File: config.mk
export PLATFORM = sky130hd
export DESIGN_NAME = neuron_mac_activation_core
export DESIGN_NICKNAME = d
export VERILOG_FILES = /design/src/nma_pkg.sv /design/src/nma_front.sv /design/src/nma_queue.sv /design/src/nma_back.sv /design/src/neuron_mac_activation_core.sv
export SDC_FILE = /design/constraint.sdc
export NUM_CORES = 1
export LEC_CHECK = 0
export ABC_AREA = 1
export BUFFER_PORTS_ARGS = -buffer_cell sky130_fd_sc_hd__buf_4
export CORE_MARGIN = 2
export CORE_UTILIZATION = 65
export CTS_BUF_LIST = sky130_fd_sc_hd__clkbuf_2
export CTS_CLUSTER_DIAMETER = 60
export DETAILED_ROUTE_END_ITERATION = 10
export PLACE_DENSITY_LB_ADDON = 0.15
export RECOVER_POWER = 100
export SYNTH_ARGS = -nofsm -noshare
export SYNTH_HDL_FRONTEND = slang
export SYNTH_SLANG_ARGS = --single-unit
File: constraint.sdc
create_clock -name clk -period 6.9 [get_ports clk]
set_clock_uncertainty 0.05 [all_clocks]
set_input_delay 0 -clock clk [delete_from_list [all_inputs] [get_ports clk]]
set_output_delay 0 -clock clk [all_outputs]
set_load 0.05 [all_outputs]
File: src/nma_pkg.sv
// Shared types, constants and the sigmoid table generator of the neuron MAC core.
package nma_pkg;

	localparam int DATA_W = 16;
	localparam int FRAC_BITS = 12;
	localparam int PROD_W = 2 * DATA_W;
	localparam int ACC_W = 40;
	localparam int TOT_W = ACC_W + 1;
	localparam int SIG_DEPTH = 256;
	localparam int SIG_IDX_W = $clog2(SIG_DEPTH);
	localparam int ROM_W = FRAC_BITS + 1;
	localparam int CFG_IDX_W = 2;

	localparam logic [CFG_IDX_W-1:0] REG_BIAS = 2'd0;
	localparam logic [CFG_IDX_W-1:0] REG_MODE = 2'd1;
	localparam logic [CFG_IDX_W-1:0] REG_EXCIT = 2'd2;

	localparam longint Q30_ONE = 64'sd1 <<< 30;

	typedef enum logic {
		MODE_LINEAR = 1'b0,
		MODE_LOGISTIC = 1'b1
	} act_mode_t;

	typedef struct packed {
		logic signed [DATA_W-1:0] bias;
		act_mode_t mode;
		logic excit;
	} nma_cfg_t;

	typedef struct packed {
		logic signed [PROD_W-1:0] prod;
		logic last;
	} nma_entry_t;

	// Restoring division of a nonnegative dividend below 2^48 by a positive divisor.
	function automatic longint udiv(input longint a, input longint b);
		longint q;
		longint r;
		int i;
		q = 64'sd0;
		r = 64'sd0;
		for (i = 47; i >= 0; i--) begin
			r = (r <<< 1) | ((a >>> i) & 64'sd1);
			if (r >= b) begin
				r = r - b;
				q = q | (64'sd1 <<< i);
			end
		end
		return q;
	endfunction

	// Entry idx holds the rounded sigmoid at the center of bin idx of [-8,8),
	// built from a Q30 series for exp followed by three squarings.
	function automatic logic [ROM_W-1:0] sigmoid_entry(input int idx);
		longint c;
		longint k;
		longint term;
		longint acc;
		longint p;
		longint den;
		longint num;
		longint v;
		int n;
		c = longint'(2 * idx + 1 - SIG_DEPTH);
		k = (c < 0) ? -c : c;
		term = Q30_ONE;
		acc = Q30_ONE;
		for (n = 1; n < 26; n++) begin
			term = udiv(term * k, longint'(SIG_DEPTH) * longint'(n));
			if (n[0])
				acc = acc - term;
			else
				acc = acc + term;
		end
		p = (acc < 0) ? 64'sd0 : acc;
		for (n = 0; n < 3; n++) begin
			p = (p * p + (64'sd1 <<< 29)) >>> 30;
		end
		den = Q30_ONE + p;
		num = (c >= 0) ? Q30_ONE : p;
		v = udiv((num <<< FRAC_BITS) + (den >>> 1), den);
		return v[ROM_W-1:0];
	endfunction

endpackage

File: src/nma_front.sv
// Front end: takes synapse transactions, forms the product and marks the last one.
module nma_front (
	input  logic                clk,
	input  logic                arst_n,
	input  logic                s_axis_tvalid,
	output logic                s_axis_tready,
	input  logic [31:0]         s_axis_tdata,  // signal[15:0], weight[31:16]
	input  logic                s_axis_tlast,  // last
	input  logic                q_full,
	output logic                q_push,
	output nma_pkg::nma_entry_t q_entry
);
	import nma_pkg::*;

	logic                     vld_s1;
	logic signed [DATA_W-1:0] sig_s1;
	logic signed [DATA_W-1:0] wt_s1;
	logic                     last_s1;

	assign q_push = vld_s1 && !q_full;
	assign s_axis_tready = !vld_s1 || !q_full;

	always_ff @(posedge clk or negedge arst_n) begin
		if (!arst_n) begin
			vld_s1 <= 1'b0;
		end else if (s_axis_tready) begin
			vld_s1 <= s_axis_tvalid;
		end
	end

	always_ff @(posedge clk) begin
		if (s_axis_tready && s_axis_tvalid) begin
			sig_s1 <= s_axis_tdata[DATA_W-1:0];
			wt_s1 <= s_axis_tdata[2*DATA_W-1:DATA_W];
			last_s1 <= s_axis_tlast;
		end
	end

	always_comb begin
		q_entry.prod = sig_s1 * wt_s1;
		q_entry.last = last_s1;
	end

endmodule

File: src/nma_queue.sv
// Short queue of product entries between the front and back ends.
module nma_queue #(
	parameter int DEPTH = 4
) (
	input  logic                clk,
	input  logic                arst_n,
	input  logic                push,
	input  nma_pkg::nma_entry_t wr_entry,
	output logic                full,
	output logic                valid,
	output nma_pkg::nma_entry_t rd_entry,
	input  logic                pop
);
	import nma_pkg::*;

	localparam int PTR_W = $clog2(DEPTH);
	localparam int CNT_W = $clog2(DEPTH + 1);
	localparam logic [PTR_W-1:0] LAST_PTR = PTR_W'(DEPTH - 1);
	localparam logic [CNT_W-1:0] FULL_CNT = CNT_W'(DEPTH);

	nma_entry_t       mem_q [DEPTH];
	logic [PTR_W-1:0] wr_ptr_q;
	logic [PTR_W-1:0] rd_ptr_q;
	logic [CNT_W-1:0] count_q;

	assign full = (count_q == FULL_CNT);
	assign valid = (count_q != '0);
	assign rd_entry = mem_q[rd_ptr_q];

	always_ff @(posedge clk or negedge arst_n) begin
		if (!arst_n) begin
			wr_ptr_q <= '0;
			rd_ptr_q <= '0;
			count_q <= '0;
		end else begin
			if (push)
				wr_ptr_q <= (wr_ptr_q == LAST_PTR) ? '0 : wr_ptr_q + 1'b1;
			if (pop)
				rd_ptr_q <= (rd_ptr_q == LAST_PTR) ? '0 : rd_ptr_q + 1'b1;
			if (push && !pop)
				count_q <= count_q + 1'b1;
			else if (pop && !push)
				count_q <= count_q - 1'b1;
		end
	end

	always_ff @(posedge clk) begin
		if (push)
			mem_q[wr_ptr_q] <= wr_entry;
	end

	assert property (@(posedge clk) disable iff (!arst_n) count_q <= FULL_CNT)
		else $error("queue count exceeds its depth");

	assert property (@(posedge clk) disable iff (!arst_n)
		push && !pop |=> count_q == $past(count_q) + 1'b1)
		else $error("queue count missed a push");

endmodule

File: src/nma_back.sv
// Back end: accumulates products, applies bias and activation, and holds the result.
module nma_back (
	input  logic                clk,
	input  logic                arst_n,
	input  nma_pkg::nma_cfg_t   cfg,
	input  logic                q_valid,
	input  nma_pkg::nma_entry_t q_entry,
	output logic                q_pop,
	output logic                m_axis_tvalid,
	input  logic                m_axis_tready,
	output logic [31:0]         m_axis_tdata  // activation_out[15:0], outgoing_signal[31:16]
);
	import nma_pkg::*;

	localparam int LIN_W = TOT_W + 1;
	localparam int LOG_W = TOT_W + 4;
	localparam logic signed [ACC_W-1:0] ACC_MAX = {1'b0, {(ACC_W - 1){1'b1}}};
	localparam logic signed [ACC_W-1:0] ACC_MIN = {1'b1, {(ACC_W - 1){1'b0}}};
	localparam logic signed [DATA_W-1:0] OUT_MAX = {1'b0, {(DATA_W - 1){1'b1}}};
	localparam logic signed [DATA_W-1:0] OUT_MIN = {1'b1, {(DATA_W - 1){1'b0}}};
	localparam logic signed [LIN_W-1:0] LIN_HALF = LIN_W'(2 ** (FRAC_BITS - 1));
	localparam logic signed [LIN_W-1:0] LIN_MAX = LIN_W'(2 ** (DATA_W - 1) - 1);
	localparam logic signed [LIN_W-1:0] LIN_MIN = -LIN_W'(2 ** (DATA_W - 1));
	localparam logic signed [LOG_W-1:0] LOG_OFS =
		LOG_W'(2 ** (2 * FRAC_BITS + 2) - 2 ** (FRAC_BITS - 1));
	localparam logic signed [LOG_W-1:0] X_MAX = LOG_W'((8 << FRAC_BITS) - 1);
	localparam logic signed [LOG_W-1:0] X_MIN = -LOG_W'(8 << FRAC_BITS);
	localparam logic [DATA_W-1:0] SIGN_BIT = {1'b1, {(DATA_W - 1){1'b0}}};

	logic adv;
	logic signed [ACC_W-1:0] acc_q;
	logic signed [ACC_W:0]   add_c;
	logic signed [ACC_W-1:0] sum_c;

	logic                    vld_s2;
	logic signed [ACC_W-1:0] fin_s2;
	logic                    vld_s3;
	logic signed [TOT_W-1:0] tot_s3;
	logic                    vld_s4;
	logic signed [DATA_W-1:0] lin_s4;
	logic [SIG_IDX_W-1:0]    idx_s4;

	logic signed [LIN_W-1:0] lin_c;
	logic signed [DATA_W-1:0] lin_sat_c;
	logic signed [LOG_W-1:0] log_c;
	logic signed [LOG_W-1:0] x_c;
	logic [DATA_W-1:0]       xu_c;

	logic [ROM_W-1:0]        rom [SIG_DEPTH];
	logic signed [DATA_W-1:0] act_c;
	logic signed [DATA_W-1:0] outg_c;

	logic                    out_vld_q;
	logic signed [DATA_W-1:0] act_q;
	logic signed [DATA_W-1:0] outg_q;

	for (genvar g = 0; g < SIG_DEPTH; g++) begin : g_rom
		localparam logic [ROM_W-1:0] ROM_VAL = sigmoid_entry(g);
		assign rom[g] = ROM_VAL;
	end

	assign adv = !out_vld_q || m_axis_tready;
	assign q_pop = q_valid && adv;

	// Accumulate with saturation at the accumulator limits.
	always_comb begin
		add_c = {acc_q[ACC_W-1], acc_q}
			+ {{(ACC_W + 1 - PROD_W){q_entry.prod[PROD_W-1]}}, q_entry.prod};
		if (add_c[ACC_W] != add_c[ACC_W-1])
			sum_c = add_c[ACC_W] ? ACC_MIN : ACC_MAX;
		else
			sum_c = add_c[ACC_W-1:0];
	end

	// Linear rounding and the scaled logistic argument, both rounded half up.
	always_comb begin
		lin_c = ($signed({tot_s3[TOT_W-1], tot_s3}) + LIN_HALF) >>> FRAC_BITS;
		if (lin_c > LIN_MAX)
			lin_sat_c = OUT_MAX;
		else if (lin_c < LIN_MIN)
			lin_sat_c = OUT_MIN;
		else
			lin_sat_c = lin_c[DATA_W-1:0];

		log_c = ($signed({tot_s3[TOT_W-1], tot_s3, 3'b000}) - LOG_OFS) >>> FRAC_BITS;
		if (log_c > X_MAX)
			x_c = X_MAX;
		else if (log_c < X_MIN)
			x_c = X_MIN;
		else
			x_c = log_c;
		xu_c = x_c[DATA_W-1:0] ^ SIGN_BIT;
	end

	always_comb begin
		if (cfg.mode == MODE_LOGISTIC)
			act_c = {{(DATA_W - ROM_W){1'b0}}, rom[idx_s4]};
		else
			act_c = lin_s4;
		if (cfg.excit)
			outg_c = act_c;
		else
			outg_c = (act_c == OUT_MIN) ? OUT_MAX : -act_c;
	end

	always_ff @(posedge clk or negedge arst_n) begin
		if (!arst_n) begin
			acc_q <= '0;
			vld_s2 <= 1'b0;
			vld_s3 <= 1'b0;
			vld_s4 <= 1'b0;
			out_vld_q <= 1'b0;
		end else if (adv) begin
			if (q_pop)
				acc_q <= q_entry.last ? '0 : sum_c;
			vld_s2 <= q_pop && q_entry.last;
			vld_s3 <= vld_s2;
			vld_s4 <= vld_s3;
			out_vld_q <= vld_s4;
		end
	end

	always_ff @(posedge clk) begin
		if (adv) begin
			fin_s2 <= sum_c;
			tot_s3 <= TOT_W'(fin_s2) + (TOT_W'(cfg.bias) <<< FRAC_BITS);
			lin_s4 <= lin_sat_c;
			idx_s4 <= xu_c[DATA_W-1 -: SIG_IDX_W];
			act_q <= act_c;
			outg_q <= outg_c;
		end
	end

	assign m_axis_tvalid = out_vld_q;
	assign m_axis_tdata = {outg_q, act_q};

	assert property (@(posedge clk) disable iff (!arst_n)
		q_pop && q_entry.last |=> acc_q == '0)
		else $error("sum not cleared after the last synapse");

	assert property (@(posedge clk) disable iff (!arst_n)
		!adv |=> $stable({vld_s2, vld_s3, vld_s4}))
		else $error("pipeline moved while the output was stalled");

endmodule

File: src/neuron_mac_activation_core.sv
// Top level of the neuron multiply-accumulate and activation core.
//
//  Channel   Direction  Payload
//  s_axis    in         tdata: signal[15:0], weight[31:16]; tlast: last
//  m_axis    out        tdata: activation_out[15:0], outgoing_signal[31:16]
//  cfg       in         cfg_index 0 bias, 1 activation_mode, 2 excitatory
//
// Unless the output stalls, one synapse transaction is taken per cycle; the rate
// is set by the single accumulate stage, which adds one product to the 40-bit sum
// each cycle. A result passes stages s2, s3 and s4, then the output register.
// Reset clears the sum, the queue and all valid flags; no clearing pass.
// A stalled output stops the back end; the queue then fills and the input stalls.
module neuron_mac_activation_core #(
	parameter int QUEUE_DEPTH = 4
) (
	input  logic                           clk,
	input  logic                           arst_n,
	input  logic                           s_axis_tvalid,
	output logic                           s_axis_tready,
	input  logic [31:0]                    s_axis_tdata,  // signal[15:0], weight[31:16]
	input  logic                           s_axis_tlast,  // last
	output logic                           m_axis_tvalid,
	input  logic                           m_axis_tready,
	output logic [31:0]                    m_axis_tdata,  // activation_out[15:0], outgoing_signal[31:16]
	input  logic                           cfg_we,
	input  logic [nma_pkg::CFG_IDX_W-1:0]  cfg_index,
	input  logic [nma_pkg::DATA_W-1:0]     cfg_wdata
);
	import nma_pkg::*;

	nma_cfg_t   cfg_q;
	logic       q_push;
	logic       q_full;
	logic       q_valid;
	logic       q_pop;
	nma_entry_t wr_entry;
	nma_entry_t rd_entry;

	always_ff @(posedge clk or negedge arst_n) begin
		if (!arst_n) begin
			cfg_q.bias <= '0;
			cfg_q.mode <= MODE_LINEAR;
			cfg_q.excit <= 1'b1;
		end else if (cfg_we) begin
			unique case (cfg_index)
				REG_BIAS: cfg_q.bias <= cfg_wdata;
				REG_MODE: cfg_q.mode <= act_mode_t'(cfg_wdata[0]);
				REG_EXCIT: cfg_q.excit <= cfg_wdata[0];
				default: ;
			endcase
		end
	end

	nma_front u_front (
		.clk           (clk),
		.arst_n        (arst_n),
		.s_axis_tvalid (s_axis_tvalid),
		.s_axis_tready (s_axis_tready),
		.s_axis_tdata  (s_axis_tdata),
		.s_axis_tlast  (s_axis_tlast),
		.q_full        (q_full),
		.q_push        (q_push),
		.q_entry       (wr_entry)
	);

	nma_queue #(
		.DEPTH (QUEUE_DEPTH)
	) u_queue (
		.clk      (clk),
		.arst_n   (arst_n),
		.push     (q_push),
		.wr_entry (wr_entry),
		.full     (q_full),
		.valid    (q_valid),
		.rd_entry (rd_entry),
		.pop      (q_pop)
	);

	nma_back u_back (
		.clk           (clk),
		.arst_n        (arst_n),
		.cfg           (cfg_q),
		.q_valid       (q_valid),
		.q_entry       (rd_entry),
		.q_pop         (q_pop),
		.m_axis_tvalid (m_axis_tvalid),
		.m_axis_tready (m_axis_tready),
		.m_axis_tdata  (m_axis_tdata)
	);

endmodule
After elaboration in Yosys (flattened, before gate mapping)
Memory sizes are Yosys's and may differ from the RTL's.
Cells that the tools add are included.
{"block": "totals", "in_bits": 56, "register_bits": 240, "memories": 2, "latchBits": 0, "wordCells": 85, "mem_bits_rw": 132, "output_inout_bits": 34, "mem_bits_ro": 3328}
{"block": "op_classes", "div": 0, "shift": 0, "n_bitwise": 2, "muxes": 17, "n_eq_ne": 7, "n_mul": 1, "reduce_logical": 20, "n_lt_le_gt_ge": 5, "addsub": 9}
{"name": "(name not given)", "depth": 256, "word_bits": 13, "read_ports": 1, "rd_clocked_by_memory_dff": 0, "wr": 0, "line_no": "nma_back.sv:97", "text": "act_c = {{(DATA_W - ROM_W){1'b0}}, rom[idx_s4]};"}
{"name": "u_queue.mem_q", "depth": 4, "word_bits": 33, "read_ports": 1, "rd_clocked_by_memory_dff": 0, "wr": 1, "line_no": "nma_queue.sv:21", "text": "nma_entry_t mem_q [DEPTH];"}
{"op": "two-way mux 40 bit", "n": 3}
{"op": "two-way mux 16 bit", "n": 6}
{"op": "subtractor 44 x 27 -> 45 bit (second input constant)", "n": 1}
{"op": "adder 41 x 13 -> 42 bit (second input constant)", "n": 1}
{"op": "adder 40 x 28 -> 41 bit", "n": 1}
{"op": "adder 40 x 32 -> 41 bit", "n": 1}
{"op": "greater-than comparator 33 x 16 -> 1 bit (second input constant)", "n": 1}
{"op": "< comparator 33 x 16 -> 1 bit (second input constant)", "n": 1}
{"op": "multiplier 16 x 16 -> 32 bit", "n": 1}
{"op": "greater-than comparator 30 x 16 -> 1 bit (second input constant)", "n": 1}
{"op": "< comparator 30 x 16 -> 1 bit (second input constant)", "n": 1}
{"op": "two-way mux 13 bit", "n": 2}
{"op": "equality test 16 bit (second input constant)", "n": 1}
{"op": "negation 16 bit", "n": 1}
{"op": "greater-or-equal comparator 9 bit (second input constant)", "n": 1}
{"op": "NOT 8 -> 9 bit", "n": 1}
{"op": "AND reduction 2 bit", "n": 4}
{"op": "equality test 2 bit (second input constant)", "n": 3}
{"op": "logical AND 1 bit", "n": 6}
{"op": "two-way mux 3 bit", "n": 2}
{"op": "logical NOT 1 bit", "n": 5}
{"op": "adder 2 x 1 -> 2 bit (second input constant)", "n": 2}
{"op": "two-way mux 2 bit", "n": 2}
{"op": "adder 3 x 1 -> 3 bit (second input constant)", "n": 1}
{"op": "10 further kinds", "n": 12}

Depth between registers and ports, before layout
{"block": "logic_depth", "word_depth": 8, "mapped_depth": 28, "mapped_depth_nobuf": 26}

By module
Synthesis repeated with hierarchy kept, for this count alone.
{"block": "hier_totals", "cells_unflattened": 4214, "area_unflattened_um2": 33174.3}
{"module": "nma_back", "instances": 1, "cells_per_inst": 2136, "area_per_inst_um2": 14686.6}
{"module": "nma_front", "instances": 1, "cells_per_inst": 1558, "area_per_inst_um2": 12064.1}
{"module": "nma_queue", "instances": 1, "cells_per_inst": 438, "area_per_inst_um2": 5675.4}
{"module": "neuron_mac_activation_core", "instances": 1, "cells_per_inst": 82, "area_per_inst_um2": 748.2}

Worst setup path after synthesis
Ideal clock, no wire load.
{"block": "synth_timing", "path_type": "reg2reg", "start": "reg u_front.wt_s1[5]", "end": "mem u_queue.mem_q[0][32] in the netlist's numbering (data pin)", "path_buffers": 2, "required_ps": 6560, "path_slack_ps": 674, "path_stages_with_launch": 23, "setup_time_ps": 290, "t_arrival_ps": 5885, "cell_sequence": "edfxtp_1 clkbuf_1 clkbuf_1 nand2_1 fa_1 inv_1 fa_1 fa_1 fa_1 fa_1 inv_1 fa_1 inv_1 ha_1 nand2_1 nor4_1 nand3b_1 nand3_1 nand2_1 nand2_1 nand2_1 o311ai_0 xor2_1"}
{"element": "from (decl)", "line_no": "nma_front.sv:17", "text": "logic signed [DATA_W-1:0] wt_s1;"}
{"element": "from (signal assigned)", "line_no": "nma_front.sv:34", "text": "wt_s1 <= s_axis_tdata[2*DATA_W-1:DATA_W];"}
{"element": "to (decl)", "line_no": "nma_queue.sv:21"}

==> metrics.cfg <==
[timing]
setup_viol = 0
slew_violations = 403
max_clock_freq_mhz = 151
finalCritPeriodShare_pct = 95.9
timing.max_slew.rel_slack_pct = -161
tightestPinTransition_ps = 3910
min_tclk_post_route_ps = 6620
post-route-worst-setup-slack_ps = 281
timing_hold_violations_final = 0

[synth]
yosys-top-cells-area = sky130_fd_sc_hd__edfxtp_1 27%, sky130_fd_sc_hd__fa_1 17%, sky130_fd_sc_hd__nand2_1 11%
postSynthRegisterBits = 356
syn_inst = 3865
cell_with_the_most_instances_after_synthesis = sky130_fd_sc_hd__nand2_1
synth.top_cells.by_count = 954 x sky130_fd_sc_hd__nand2_1, 679 x sky130_fd_sc_hd__inv_1, 321 x sky130_fd_sc_hd__nor2_1
synthesis.area_mm2 = 0.0318
async_reset_ff_share_pct = 19.7
seq_area_frac_synth_pct = 32.5
synth_fp_nets = 4369
yosys_most_used_dff = sky130_fd_sc_hd__edfxtp_1
post_synth.cell_area_avg_um2 = 8.23
post_synth_edffs = 286
yosys_warnings = 0
yosysUniqueCellTypes = 61
synth_largest_type_area_fraction_pct = 27.0
synth_area_leader_cell = sky130_fd_sc_hd__edfxtp_1

[setup_path]
first_element_of_the_critical_path = u_front.wt_s1[9]$_DFFE_PP_
timing.critical_path.to = u_queue.mem_q[2][32]$_DFFE_PP_
critical_path.slowest_cell = sky130_fd_sc_hd__edfxtp_1
worst-path-stages = 24
worst_r2r_src = u_front.wt_s1[9]$_DFFE_PP_
setup.worst_path.end_class = register
setup.worst_path.start_class = register
critical-path-top-delay-family = adder cells
worstReg2RegEnd = u_queue.mem_q[2][32]$_DFFE_PP_
critPathMaxFanout = 16
critical_path.cell_chain = nand2_1 > fa_1 > inv_1 > fa_1 > inv_1 > fa_1 > inv_1 > fa_1 > fa_1 > inv_1 > fa_1 > inv_1 > ha_1 > nand2_1 > inv_1 > nand3_1 > nor3_1 > nand3b_1 > nand3_1 > nand2_1 > nand2_1 > nand2_1 > o311ai_0 > xor2_1
r2r_slack_ps = 280
cp.buffers_inverters = 6
timing.setup.critical_path_class = reg -> reg
worst_r2r_path_depth = 24
arrival_ps = 7390
timing.critical_path.required_ps = 7670
cp_slowest_stage_delay_ps = 800

[routing]
wl_cell_um = 18.8
route.detailed.vias_per_inst = 5.74
number_of_drc_violations_after_detailed_routing_iteration_0 = 2710
drc = 0
aggregate_routed_wire_length_um = 90500
drt-pass1-iter-count = 7
routed-via-count = 27700
final_antenna_net_count = 0

[grt]
antenna_violations_before_repair = 2
vias_in_the_first_global_route = 27800
grt_pass1_wl_um = 144000
grt_max_degree = 72
all_layer_gr_usage_pct = 36.8
grt.overflow.total = 0

[floorplan]
die_y_um = 225
coreArea_mm2 = 0.0486
fp-row-count = 81
fp.dieArea_mm2 = 0.0507
die_x_extent_um = 225
boundaryPins = 90
initial_core_util_pct = 65.4

[final_layout]
final_net_count = 4624
layout-drive-gt1-share_pct = 7.77
layout-area-overhead-vs-synth_pct = 11.1

[placement]
dpl_worst_slack_ps = 315
detailedPlacementHpwl_um = 65400
finalWeightedCongestion = 1.03
place.port_buffers = 89

[hold_path]
min-delay-path-class = in -> reg

[cts]
cts_tree = done
tritoncts.num_buffers = 91
cts_buffer_depth = 3
clock_tree.htree_level_count = 3
clk_latency_ps = 1090
path_clk_slew_ps = 160
cts.root.buffer_cell = sky130_fd_sc_hd__clkbuf_2
cts.sinks = 356

[status]
status = complete, but fails checks
failed_checks = max-capacitance violations, max-slew violations

[flow_run]
max_cap_violations = 9

## how the worst min path moves through the flow
stage | slack, ps | start | cells past startpoint | end
6_report | 190 | s_axis_tdata[10] | 3 | u_front.sig_s1[10]$_DFFE_PP_
5_1_grt | 130 | s_axis_tdata[10] | 3 | u_front.sig_s1[10]$_DFFE_PP_
4_1_cts | 50 | s_axis_tdata[16] | 3 | u_front.wt_s1[0]$_DFFE_PP_
3_5_place_dp | -230 | arst_n | 1 | cfg_q[17]$_DFFE_PN0P_
3_3_place_gp | -230 | arst_n | 1 | cfg_q[17]$_DFFE_PN0P_
2_1_floorplan | -350 | arst_n | 0 | cfg_q[10]$_DFFE_PN0P_
## worst register-to-register path: stages (launching register included)
cell and delay, ps:
sky130_fd_sc_hd__edfxtp_1 800, sky130_fd_sc_hd__nand2_1 170, sky130_fd_sc_hd__fa_1 570, sky130_fd_sc_hd__inv_1 60, sky130_fd_sc_hd__fa_1 500, sky130_fd_sc_hd__inv_1 50
sky130_fd_sc_hd__fa_1 520, sky130_fd_sc_hd__inv_1 70, sky130_fd_sc_hd__fa_1 520, sky130_fd_sc_hd__fa_1 540, sky130_fd_sc_hd__inv_1 50, sky130_fd_sc_hd__fa_1 520
sky130_fd_sc_hd__inv_1 40, sky130_fd_sc_hd__ha_1 360, sky130_fd_sc_hd__nand2_1 70, sky130_fd_sc_hd__inv_1 90, sky130_fd_sc_hd__nand3_1 110, sky130_fd_sc_hd__nor3_1 340
sky130_fd_sc_hd__nand3b_1 140, sky130_fd_sc_hd__nand3_1 200, sky130_fd_sc_hd__nand2_1 70, sky130_fd_sc_hd__nand2_1 110, sky130_fd_sc_hd__nand2_1 60, sky130_fd_sc_hd__o311ai_0 100
sky130_fd_sc_hd__xor2_1 290
## stage by stage
stage / hold slack (ps) / setup TNS (ps) / std cells / utilization [%] / area, um^2
after detailed placement: -231 / 0 / 4491 / 67.9 / 33000
after floorplan: -346 / 0 / 3865 / - / 31800
after global placement: -229 / 0 / 4491 / 67.9 / 33000
final: 193 / 0 / 4823 / 72.7 / 35400
after global routing: 131 / -135 / 4823 / 72.7 / 35400
after CTS: 54.8 / 0 / 4792 / 72.8 / 35400
## flip-flops by register name, summed over array words and instances (netlist names), 18 cells and up
name	count
u_queue.mem_q	132
u_back.fin_s2	32
cfg_q	18
u_back.tot_s3	33
u_back.acc_q	40
## what timing repair did
| item | in CTS | in global routing |
|---|---|---|
| hold buffers | 130 | 0 |
| setup buffers | 0 | 28 |
| resized for setup | 0 | 0 |
| endpoints found under the setup margin | 0 | 17 |
| hold endpoints to repair | 213 | 0 |
## cell usage in the layout (no fill, tap or decap), types with 36 or more instances in the layout
| master | n |
|---|---|
| sky130_fd_sc_hd__nor2_1 | 324 |
| sky130_fd_sc_hd__ha_1 | 182 |
| sky130_fd_sc_hd__fa_1 | 266 |
| sky130_fd_sc_hd__edfxtp_1 | 286 |
| sky130_fd_sc_hd__buf_4 | 74 |
| sky130_fd_sc_hd__xor2_1 | 83 |
| sky130_fd_sc_hd__dfrtp_1 | 68 |
| sky130_fd_sc_hd__clkbuf_2 | 128 |
| sky130_fd_sc_hd__o21ai_0 | 199 |
| sky130_fd_sc_hd__clkbuf_1 | 52 |
| sky130_fd_sc_hd__a21oi_1 | 162 |
| sky130_fd_sc_hd__inv_1 | 677 |
| sky130_fd_sc_hd__nand2_1 | 956 |
| sky130_fd_sc_hd__nand3_1 | 203 |
| sky130_fd_sc_hd__dlygate4sd3_1 | 130 |
| sky130_fd_sc_hd__xnor2_1 | 37 |
| sky130_fd_sc_hd__nand4_1 | 36 |
## logic make-up after synthesis
logic type      count (synthesis)  synth area share (%)
buf+inv                       817                  10.0
xor+xnor                      120                  3.30
compound gates                496                  8.67
flops                         356                  32.5
mux                            15                 0.527
simple gates                 1613                  21.1
fa+ha+maj                     448                  23.9
## area by class of cell
cell class              count  area (um^2)
inverters                 686         2580
clock buffers             127          636
multi-input cells        2692        18300
flip-flops and latches    356        10300
repair buffers            293         2340
diodes                      3         7.51
well taps                 622          778
clock inverters            44          420
fillers                  3818        13300
## per-layer routing
metal	part of all wire (%)	vias to the layer above	GRT usage (%)
li1	-	12900	-
met1	39	13100	47.9
met2	48	1392	60.1
met3	8.3	326	5.81
met4	5.0	0	18.4
met5	0	-	0
Power is left out: the tool's default activity adds up to more than one toggle a clock period on the data nets, which glitch-free logic cannot reach.
